File: src/rtl/core/pkss_pkg.sv
package pkss_pkg;

  localparam int LEN_W       = 17;
  localparam int SAMPLE_W    = 16;
  localparam int GAIN_W      = 16;
  localparam int GAIN_SHIFT  = 17;
  localparam int DLEN_W      = 13;
  localparam int ELEN_W      = 12;
  localparam int EXC_POS_W   = 12;
  localparam int EXC_IDX_W   = 11;
  localparam int EXC_VAL_LSB = EXC_IDX_W;
  localparam int IN_DATA_W   = 32;
  localparam int IN_USER_W   = 2;
  localparam int OUT_DATA_W  = 16;
  localparam int CFG_IDX_W   = 2;
  localparam int CFG_DATA_W  = 16;

  localparam int USER_REQ_BIT   = 0;
  localparam int USER_PLUCK_BIT = 1;

  localparam logic [DLEN_W-1:0] DLEN_RESET = 13'd100;
  localparam logic [GAIN_W-1:0] GAIN_RESET = 16'd65143;
  localparam logic [ELEN_W-1:0] ELEN_RESET = 12'd2000;
  localparam logic [LEN_W-1:0]  DLEN_MIN   = 17'd2;
  localparam logic [LEN_W-1:0]  ELEN_MIN   = 17'd1;

  typedef enum logic [CFG_IDX_W-1:0] {
    CFG_DELAY_LENGTH  = 2'd0,
    CFG_FEEDBACK_GAIN = 2'd1,
    CFG_EXC_LENGTH    = 2'd2
  } cfg_reg_t;

  typedef enum logic {
    REQ_TICK = 1'b0,
    REQ_LOAD = 1'b1
  } req_t;

  typedef logic signed [SAMPLE_W-1:0] sample_t;

endpackage

File: src/rtl/core/pkss_loop_calc.sv
module pkss_loop_calc (
  input  pkss_pkg::sample_t               tap_a,
  input  pkss_pkg::sample_t               tap_b,
  input  logic [pkss_pkg::GAIN_W-1:0]     gain,
  input  logic                            feed,
  input  pkss_pkg::sample_t               exc_word,
  output pkss_pkg::sample_t               sample,
  output pkss_pkg::sample_t               store_word
);

  localparam int SW   = pkss_pkg::SAMPLE_W;
  localparam int PW   = SW + pkss_pkg::GAIN_W + 2;
  localparam int SCW  = PW - pkss_pkg::GAIN_SHIFT;

  function automatic pkss_pkg::sample_t sat(input logic signed [SW:0] v);
    pkss_pkg::sample_t r;
    if (v[SW] != v[SW-1]) begin
      r = v[SW] ? {1'b1, {(SW-1){1'b0}}} : {1'b0, {(SW-1){1'b1}}};
    end else begin
      r = v[SW-1:0];
    end
    return r;
  endfunction

  logic signed [SW:0]    tap_sum;
  logic signed [PW-1:0]  prod;
  logic signed [SCW-1:0] scaled;
  logic signed [SW:0]    exc_in;
  logic signed [SW:0]    mix;

  always_comb begin
    tap_sum    = $signed({tap_a[SW-1], tap_a}) + $signed({tap_b[SW-1], tap_b});
    prod       = tap_sum * $signed({1'b0, gain});
    scaled     = prod[PW-1:pkss_pkg::GAIN_SHIFT];
    sample     = sat(scaled[SW:0]);
    exc_in     = feed ? $signed({exc_word[SW-1], exc_word}) : '0;
    mix        = $signed({sample[SW-1], sample}) + exc_in;
    store_word = sat(mix);
  end

endmodule

File: config.mk
export PLATFORM = sky130hd
export DESIGN_NAME = pkss_loop_calc
export DESIGN_NICKNAME = d
export VERILOG_FILES = /design/src/rtl/core/pkss_pkg.sv /design/src/rtl/core/pkss_loop_calc.sv
export SDC_FILE = /design/constraint.sdc
export NUM_CORES = 1
export LEC_CHECK = 0
export BUFFER_PORTS_ARGS = -buffer_cell sky130_fd_sc_hd__clkbuf_2
export CAP_MARGIN = 20
export CORE_ASPECT_RATIO = 1.75
export CORE_MARGIN = 4
export CORE_UTILIZATION = 59
export DETAILED_ROUTE_END_ITERATION = 16
export PLACE_DENSITY = 0.82
export SETUP_SLACK_MARGIN = 0.4
export SKIP_LAST_GASP = 1
export SLEW_MARGIN = 20
export SYNTH_ARGS = -nofsm -noshare
export SYNTH_HDL_FRONTEND = slang
export SYNTH_SLANG_ARGS = --single-unit
File: constraint.sdc
create_clock -name vclk -period 11.9
set_clock_uncertainty 0.05 [all_clocks]
set_input_delay 0.595 -clock vclk [all_inputs]
set_output_delay 0.595 -clock vclk [all_outputs]
set_load 0.05 [all_outputs]
; ---- Word level (Yosys, flattened, before mapping)
; Cells that the tools add are included.
[op_classes]
muxes = 5
n_eq_ne = 2
n_mul = 1
addsub = 2
[op_table]
columns = cell, count
row1 = $mux W16, 4
row2 = $mul A17 B17 Y34, 1
row3 = $add A16 B16 Y17, 1
row4 = $add A16 B17 Y17, 1
row5 = $mux W17, 1
row6 = $ne A1 B1 Y1, 2
[totals]
word_cells = 10
ff_bits = 0
in_bits = 65
output_inout_bits = 32

; ---- Longest topological paths before layout
; Gate-level depths: netlist of the first run.
[depth]
ltp_word = 7
ltp_mapped = 44

; ---- Worst setup path before layout of the first run
; No wires, ideal clock.
[synth_timing]
path_type = input to output
from = input tap_a[0]
to = output store_word[5]
slack_ps = -197
required_time_ps = 11255
path_buffers = 4
arrival_ps = 11452
cell_stages = 44
path_cell_list = ha_1 fa_1 a21oi_1 o21bai_1 a21oi_1 o21ai_1 a211oi_1 o21ai_0 a22oi_1 clkbuf_1 nand2_1 fa_1 inv_1 fa_1 clkbuf_1 xnor2_1 xnor2_1 fa_1 (+8 left out) a31o_2 a22o_1 a211oi_2 a21oi_4 buf_2 o21ai_1 ha_1 inv_1 fa_1 nor2b_1 o21a_1 o21a_1 o2111ai_2 a21oi_1 o31a_1 o31a_2 buf_6 o21a_1
[synth_between]
elab_chain_len = 7
word_cells_on_any_way = 9
classes_between = 2 x add/sub / 1 x mul / 2 x eq/ne / 4 x mux
[synth_rtl]
columns = item, line_no
row1 = start: declaration, pkss_loop_calc.sv:2  ; input pkss_pkg::sample_t tap_a,
row2 = $add A16 B16 Y17 *, pkss_loop_calc.sv:32  ; tap_sum = $signed({tap_a[SW-1], tap_a}) + $signed({tap_b[SW-1], tap_b});
row3 = $mul A17 B17 Y34 *, pkss_loop_calc.sv:33  ; prod = tap_sum * $signed({1'b0, gain});
row4 = $mux W16 / $ne A1 B1 Y1 (equally long branches), "pkss_loop_calc.sv:18, pkss_loop_calc.sv:17"
row5 = $mux W16 *, pkss_loop_calc.sv:17  ; if (v[SW] != v[SW-1]) begin
row6 = net sample[0], pkss_loop_calc.sv:7  ; output pkss_pkg::sample_t sample,
row7 = $add A16 B17 Y17 *, pkss_loop_calc.sv:37  ; mix = $signed({sample[SW-1], sample}) + exc_in;
row8 = $mux W16 / $ne A1 B1 Y1 (equally long branches), "pkss_loop_calc.sv:18, pkss_loop_calc.sv:17"
row9 = $mux W16 *, pkss_loop_calc.sv:17
row10 = end: declaration, pkss_loop_calc.sv:8  ; output pkss_pkg::sample_t store_word
; Mark *: on every way through the listed nets, which the timed path passes. The rest lies on a longest branch.

; ---- Worst setup path after layout of the first run
[layout_timing]
from = input tap_a[0]
to = output store_word[5]
[layout_between]
elab_chain_len = 7
word_cells_on_any_way = 9
classes_between = 2 x add/sub / 1 x mul / 2 x eq/ne / 4 x mux
[layout_rtl]
columns = item, line_no
row1 = $add A16 B16 Y17 *, pkss_loop_calc.sv:32
row2 = $mul A17 B17 Y34 *, pkss_loop_calc.sv:33
row3 = $mux W16 / $ne A1 B1 Y1 (equally long branches), "pkss_loop_calc.sv:18, pkss_loop_calc.sv:17"
row4 = $mux W16 *, pkss_loop_calc.sv:17
row5 = $add A16 B17 Y17 *, pkss_loop_calc.sv:37
row6 = $mux W16 / $ne A1 B1 Y1 (equally long branches), "pkss_loop_calc.sv:18, pkss_loop_calc.sv:17"
row7 = $mux W16 *, pkss_loop_calc.sv:17
; Every way passes the cells marked *; elsewhere a longest branch is shown, timed or not.

==> metrics.cfg, run 1 <==
[floorplanning]
die_width_um=116.1
dieArea_um2=22880
num_rows=68
initial_core_util=0.6056
pin_count=97
coreArea_um2=19910
die_h_um=197.1

[worst_setup_path]
slowest_delay_ns=0.69
critPathArrivalTime_ns=10.61
slowest_stage=fa_2
crit_type=in2out
crit_fanout=12
cp-start-kind=input pin
end_kind=primary output
cp.required_ns=11.26

[job]
maxCapViolCount=0

[synthesis]
synth.avg_cell_area_um2=8.588
synth_cell_type_count=63
ys.warnings.count=0
synth_top_area_frac=0.4549
synthTopCellsByArea=fa_1 (45%), ha_1 (12%), inv_1 (11%)
syn_nets=1860
ys_seq_area_frac=0
syn_inst=1404
syn_area_um2=12060
yosys.area.top_type=fa_1

[timing]
setup_slack_ns=0.6469
max_freq_ghz=0.08886
final-setup-viol-count=0
period_share=0.9456
slew_headroom=0.3914
tightestPinTransition_ns=0.9085
slew_violations=0
min_period_ns=11.25
rsz0062_at_grt=yes
hold_viol=0

[min_path]
min_path_cells=5
min_to=store_word[0]
hp-start=exc_word[0]
hp-class=in2out

[global_route]
grt_max_degree=25
grt_pass1_vias=10990
grt_usage=0.2724
grt_first_pass_wirelength_um=50250
overflow=0
antenna_found_initial=0

[finish]
layout-drive-gt1-share=0.1611
syn_to_final_growth_pct=15.04
seq_area_um2=0
n_clock_buffer=0
utilization=0.6967
nets=1973
num_antenna_cells=0
seq_cell_count=0

[detailed_routing]
vias_per_cell=5.653
dr.pass1.iters=5
initialDrtViolationCount=476
wl_um=30870
drc_errors=0
vias=9949
wl_per_cell_um=17.54
antenna_left=0

[placed_design]
place_ws_ns=-0.1892
gp_congestion=0.9176
portBuffers=97
dpl.hpwl_um=24940

[outcome]
run_status=finished clean

==> per-layer routing <==
layer	vias to the layer above	wire, um	global-route usage	share of wire
met5	-	0	0	0
met4	0	2180	0.1406	0.071
met3	145	1079	0.01563	0.035
met2	353	17880	0.5396	0.58
met1	4984	9726	0.2756	0.32
li1	4467	-	-	-
==> through the flow <==
| stage | area [um^2] | cells | setup TNS, ns | hold slack [ns] |
|---|---|---|---|---|
| 3_3_place_gp | 13060 | 1719 | -0.07642 | 1.730 |
| 2_1_floorplan | 12140 | 1404 | 0 | 1.702 |
| 3_5_place_dp | 13060 | 1719 | -2.019 | 1.740 |
| 5_1_grt | 13870 | 1760 | 0 | 1.779 |
| 6_report | 13870 | 1760 | 0 | 1.756 |
| 4_1_cts | 13180 | 1722 | 0 | 1.740 |
==> repair_timing <==
| item | CTS | global route |
|---|---|---|
| cloned | 0 | 4 |
| hold buffers | 0 | 0 |
| setup buffers | 3 | 34 |
| setup endpoints to repair | 16 | 16 |
| pin swaps | 5 | 43 |
| gates resized for setup | 21 | 80 |
==> worst max-delay path by stage <==
stage	start	end	slack [ns]	cells past startpoint
floorplan	tap_a[0]	store_word[10]	0.46	42
global placement	tap_a[0]	store_word[1]	-0.03	41
detailed placement	tap_a[0]	store_word[12]	-0.19	41
CTS	tap_a[0]	store_word[3]	0.40	45
global route	tap_a[0]	store_word[11]	0.25	43
finish	tap_a[0]	store_word[5]	0.65	42
==> cells by family (layout without fill, tap and decap cells) <==
family / count (synthesis) / after routing / synth area share
AOI/OAI and AO/OA: 168 / 170 / 0.09454
xor gates and xnor gates: 56 / 56 / 0.04182
adders and majority gates: 391 / 391 / 0.5763
buffers and inverters: 388 / 497 / 0.1223
muxes: 1 / 1 / 0.0009338
and+or+nand+nor: 400 / 400 / 0.1641
==> synth_stat cells, types with 2 or more instances <==
cell type and n:
inv_1 341, fa_1 274, nand2_1 180, and2_1 136, ha_1 117, xnor2_1 46
clkbuf_1 42, a21oi_1 41, a21o_1 29, nor2_1 25, o21ai_0 18, o21ai_1 18
nand3_1 12, o21a_1 12, xor2_1 9, nor3_1 8, or3_1 8, nor2b_1 7
and3_1 6, a211oi_1 5, nand2b_1 5, o21bai_1 5, a21boi_0 3, a31o_2 3
buf_2 3, nand4_1 3, o211ai_1 3, o311ai_1 3, or2_2 3, a31oi_1 2
buf_6 2, o221ai_1 2, o31a_1 2, o31ai_1 2
==> area by class of cell <==
cell class | instances | area, um^2
tap | 245 | 306.5
fill | 1510 | 6038
multi-input combinational | 1018 | 11120
timing repair buffer | 156 | 1167
inverter | 341 | 1280
==> placed cells by master, fill, tap and decap left out, types with 6 or more instances in the layout <==
master / synthesis / layout
nor2b_1: 7 / 6
a21oi_1: 41 / 35
ha_1: 117 / 105
and3_1: 6 / 6
xnor2_1: 46 / 38
fa_1: 274 / 267
o21ai_1: 18 / 9
o21ai_0: 18 / 12
or3_1: 8 / 7
a21o_1: 29 / 28
buf_12: 0 / 12
fa_2: 0 / 7
nor3_1: 8 / 7
o21a_1: 12 / 11
and2_1: 136 / 136
clkbuf_2: 0 / 82
xor2_1: 9 / 9
o21ai_2: 1 / 12
buf_4: 0 / 54
inv_1: 341 / 339
nand2_1: 180 / 179
nand3_1: 12 / 11
nor2_1: 25 / 25
ha_4: 0 / 7
==> critical path, delay by kind of cell <==
family	cells	cell delay, ns
and+or+nand+nor	3	0.60
muxes	1	0.36
buffers and inverters	10	1.15
adders and majority gates	10	4.53
AOI/OAI and AO/OA	18	3.31
Power of run 1 is not shown: default switching activity piles up to over one toggle a cycle in this logic, so the estimate is an artifact.
==> inputs of run 2 (changes only) <==
--- a/config.mk
+++ b/config.mk
@@ -8,13 +8,13 @@
 export BUFFER_PORTS_ARGS = -buffer_cell sky130_fd_sc_hd__clkbuf_2
 export CAP_MARGIN = 20
 export CORE_ASPECT_RATIO = 1.75
-export CORE_MARGIN = 4
+export CORE_MARGIN = 2
 export CORE_UTILIZATION = 59
 export DETAILED_ROUTE_END_ITERATION = 16
+export GPL_TIMING_DRIVEN = 0
 export PLACE_DENSITY = 0.82
 export SETUP_SLACK_MARGIN = 0.4
 export SKIP_LAST_GASP = 1
-export SLEW_MARGIN = 20
 export SYNTH_ARGS = -nofsm -noshare
 export SYNTH_HDL_FRONTEND = slang
 export SYNTH_SLANG_ARGS = --single-unit
==> run 2 against run 1 <==
Net effect: die area down 5.4%; critical path depth is 1 higher; routed wire length rose by 7.4%; via count increased by 2.2%; cell count grew 1.3%; critical path type unchanged; non-clock buffer count is 22 higher; hold slack gained 0.087 ns; global-route usage grew 4.0 points.
==> metrics.cfg, run 2 (synthesis results as in run 1) <==
[finish]
fillers=1590
layout-drive-gt1-share=0.1642
n_clock_buffer=0
seq_area_um2=0
layout_common_cells=inv_1 (335), fa_1 (264), nand2_1 (179)
syn_to_final_growth_pct=14.81
seq_cell_count=0
layout_commonest_cell=inv_1
final_area_um2=13840
num_antenna_cells=0
nets=1993

[global_route]
grt_pass1_vias=11090
grt_first_pass_wirelength_um=53310
grt_usage=0.3121
grt_max_degree=13
overflow=0
antenna_found_initial=0

[detailed_routing]
wl_per_cell_um=18.60
drc_errors=0
vias=10170
vias_per_cell=5.702
dr.pass1.iters=5
initialDrtViolationCount=503
antenna_left=0
wl_um=33160

[timing]
setup_slack_ns=0.5981
tightestPinTransition_ns=0.9020
min_period_ns=11.30
slew_violations=0
rsz0062_at_grt=yes
max_freq_ghz=0.08848
final-setup-viol-count=0
tns_ns=0
slew_headroom=0.3969
hold_viol=0
period_share=0.9497

[outcome]
run_status=finished clean

[worst_setup_path]
cp-start-kind=input pin
crit_fanout=10
slowest_delay_ns=0.52
cp.required_ns=11.26
end_kind=primary output
crit_type=in2out
slowest_stage=fa_1
critPathArrivalTime_ns=10.66
cpMostUsedCell=fa_1

[floorplanning]
die_h_um=193.1
pin_count=97
initial_core_util=0.5969
dieArea_um2=21640
coreArea_um2=20200
num_rows=69
die_width_um=112.1

[clocking]
cts_hold_buf=0

[placed_design]
dpl.hpwl_um=27430
post_dp_cell_area_um2=12910
gp_congestion=0.9707
place_ws_ns=-0.8996
portBuffers=92

[min_path]
hp-class=in2out

[job]
maxCapViolCount=0

[run 2: cell count changes in the layout (fill, tap and decap cells not counted), moves of 6 or more]
cell / delta
xnor2_2: +6
a21oi_1: -6
buf_4: -19
buf_12: -8
clkbuf_1: +28
a21oi_2: +6
buf_6: +11
[run 2: area by class of cell]
type	count	area (um^2)	area share
inverter	341	1282	0.09264
timing repair buffer	131	865.8	0.06255
tap	248	310.3	0.02242
multi-input combinational	1016	11070	0.7998
buffer	47	312.8	0.02260
[run 2: repair_timing]
item                       4_1_cts  5_1_grt
pin swaps                       15       37
gates cloned                     0        3
setup endpoints to repair       16       16
buffers inserted                14       22
gates resized for setup         77       95
[run 2: path summary, 6_finish.rpt]
check        start            end  slack [ns]  cells past startpoint
max       tap_a[1]  store_word[9]        0.60                     43
min    exc_word[0]  store_word[0]        1.84                      5
[run 2: metal layers]
| layer | routed length [um] | GRT usage | vias up |
|---|---|---|---|
| met5 | 0 | 0 | - |
| met1 | 10130 | 0.3054 | 5076 |
| met4 | 3479 | 0.2416 | 0 |
| met2 | 18170 | 0.6028 | 390 |
| li1 | - | - | 4502 |
| met3 | 1373 | 0.02188 | 199 |
[run 2: stage by stage]
step	hold slack [ns]	util	std cells
CTS	1.818	0.6598	1758
finish	1.843	0.6852	1783
floorplan	1.702	-	1404
detailed placement	1.818	0.6390	1744
global route	1.875	0.6852	1783
global placement	1.806	0.6390	1744
[run 2: critical path: cells and delay by family]
kind | cells | cell delay [ns]
compound gates | 19 | 4.12
buf+inv | 10 | 1.28
fa+ha+maj | 10 | 3.81
simple gates | 3 | 0.46
xor+xnor | 1 | 0.36
Power of run 2 is left out for the same reason.
==> inputs of run 3 (changes only) <==
==> constraint.sdc (replaced) <==
create_clock -name vclk -period 9.5
set_clock_uncertainty 0.05 [all_clocks]
set_input_delay 0.475 -clock vclk [all_inputs]
set_output_delay 0.475 -clock vclk [all_outputs]
set_load 0.05 [all_outputs]
==> run 3 against run 2 <==
Net effect: the run now ends with setup timing left; clock-buffer cell count did not move; final area increased by 9.0%; flip-flop and latch count did not move; cell count grew 2.8%; first-iteration DRC count grew 3.2%; hold slack worse by 0.28 ns; utilization grew 6.2 points; critical path type unchanged; critical endpoint is now store_word[6]; largest cell class unchanged.
==> metrics.cfg, run 3 (synthesis results as in run 1) <==
[detailed_routing]
vias=10640
vias_per_cell=5.805
wl_per_cell_um=20.09
antenna_left=0
dr.pass1.iters=6
initialDrtViolationCount=519
drc_errors=0
wl_um=36830

[clocking]
cts_hold_buf=0

[floorplanning]
initial_core_util=0.5969
coreArea_um2=20200
dieArea_um2=21640
die_h_um=193.1
pin_count=97
num_rows=69
die_width_um=112.1

[global_route]
overflow=0
grt_usage=0.3350
grt_pass1_vias=11720
grt_max_degree=13
antenna_found_initial=0
grt_first_pass_wirelength_um=56880

[finish]
layout_common_cells=inv_1 (324), fa_1 (258), nand2_1 (176)
n_clock_buffer=0
seq_cell_count=0
num_antenna_cells=0
nets=2043
seq_area_um2=0
layout-drive-gt1-share=0.2385
final_area_um2=15090
fillers=1285
syn_to_final_growth_pct=25.15
multi_input_area_um2=11680
layout_commonest_cell=inv_1

[worst_setup_path]
cp-start-kind=input pin
critPathArrivalTime_ns=10.51
cp.required_ns=8.98
cpMostUsedCell=fa_1
crit_type=in2out
end_kind=primary output
slowest_stage=fa_1
crit_fanout=8
slowest_delay_ns=0.60

[timing]
slew_headroom=0.3945
slew_violations=0
period_share=1.161
hold_viol=0
setup_slack_ns=-1.532
rsz0062_at_grt=yes
tightestPinTransition_ns=0.9055
min_period_ns=11.03
final-setup-viol-count=16
tns_ns=-23.64
max_freq_ghz=0.09065

[outcome]
run_status=finished, violations left
violations=setup timing

[placed_design]
portBuffers=92
dpl.hpwl_um=27580
post_dp_cell_area_um2=13290
gp_congestion=0.9677

[min_path]
hp-class=in2out

[job]
maxCapViolCount=0

[run 3: cell types whose count changed in the layout (fill, tap and decap cells not counted), sizes merged]
cell    change
clkbuf     -11
buf        +61
[run 3: layout make-up]
type | instances | share of cell area
Timing Repair Buffer | 181 | 0.09676
Buffer | 47 | 0.02346
Tap cell | 248 | 0.02056
Multi-Input combinational cell | 1016 | 0.7742
Inverter | 341 | 0.08498
[run 3: stage by stage]
stage                     setup slack [ns]  cells  utilization  hold WS [ns]
after floorplan                    -0.9096   1404            -         1.423
final                               -1.532   1833       0.7470         1.560
after global placement              -2.297   1744       0.6581         1.620
after detailed placement            -2.418   1744       0.6581         1.631
after CTS                           -1.252   1810       0.7219         1.604
after global routing                -1.770   1833       0.7470         1.592
[run 3: worst max-delay path, delay by kind of cell]
kind            cells  cell delay [ns]
fa+ha+maj          11             4.26
compound gates     17             3.59
buf+inv            12             1.30
simple gates        5             0.78
xor+xnor            1             0.09
[run 3: path summary, 6_finish.rpt]
check              startpoint            end  slack, ns  cells after the start
hold / removal    exc_word[0]  store_word[0]       1.56                      5
setup / recovery     tap_b[0]  store_word[6]      -1.53                     46
[run 3: timing repair]
action	in CTS	in global routing
pin swaps	63	61
gates cloned	1	1
hold endpoints to repair	0	0
setup endpoints to repair	32	31
resized for setup	158	102
setup buffers	65	22
[run 3: metal layers]
metal	part of all wire	wire length, um	up-vias	GRT usage
li1	-	-	4597	-
met1	0.30	10990	5246	0.3202
met2	0.54	19730	536	0.6443
met3	0.053	1953	261	0.03376
met4	0.11	4160	0	0.2664
met5	0	0	-	0
Power of run 3 is left out for the same reason.
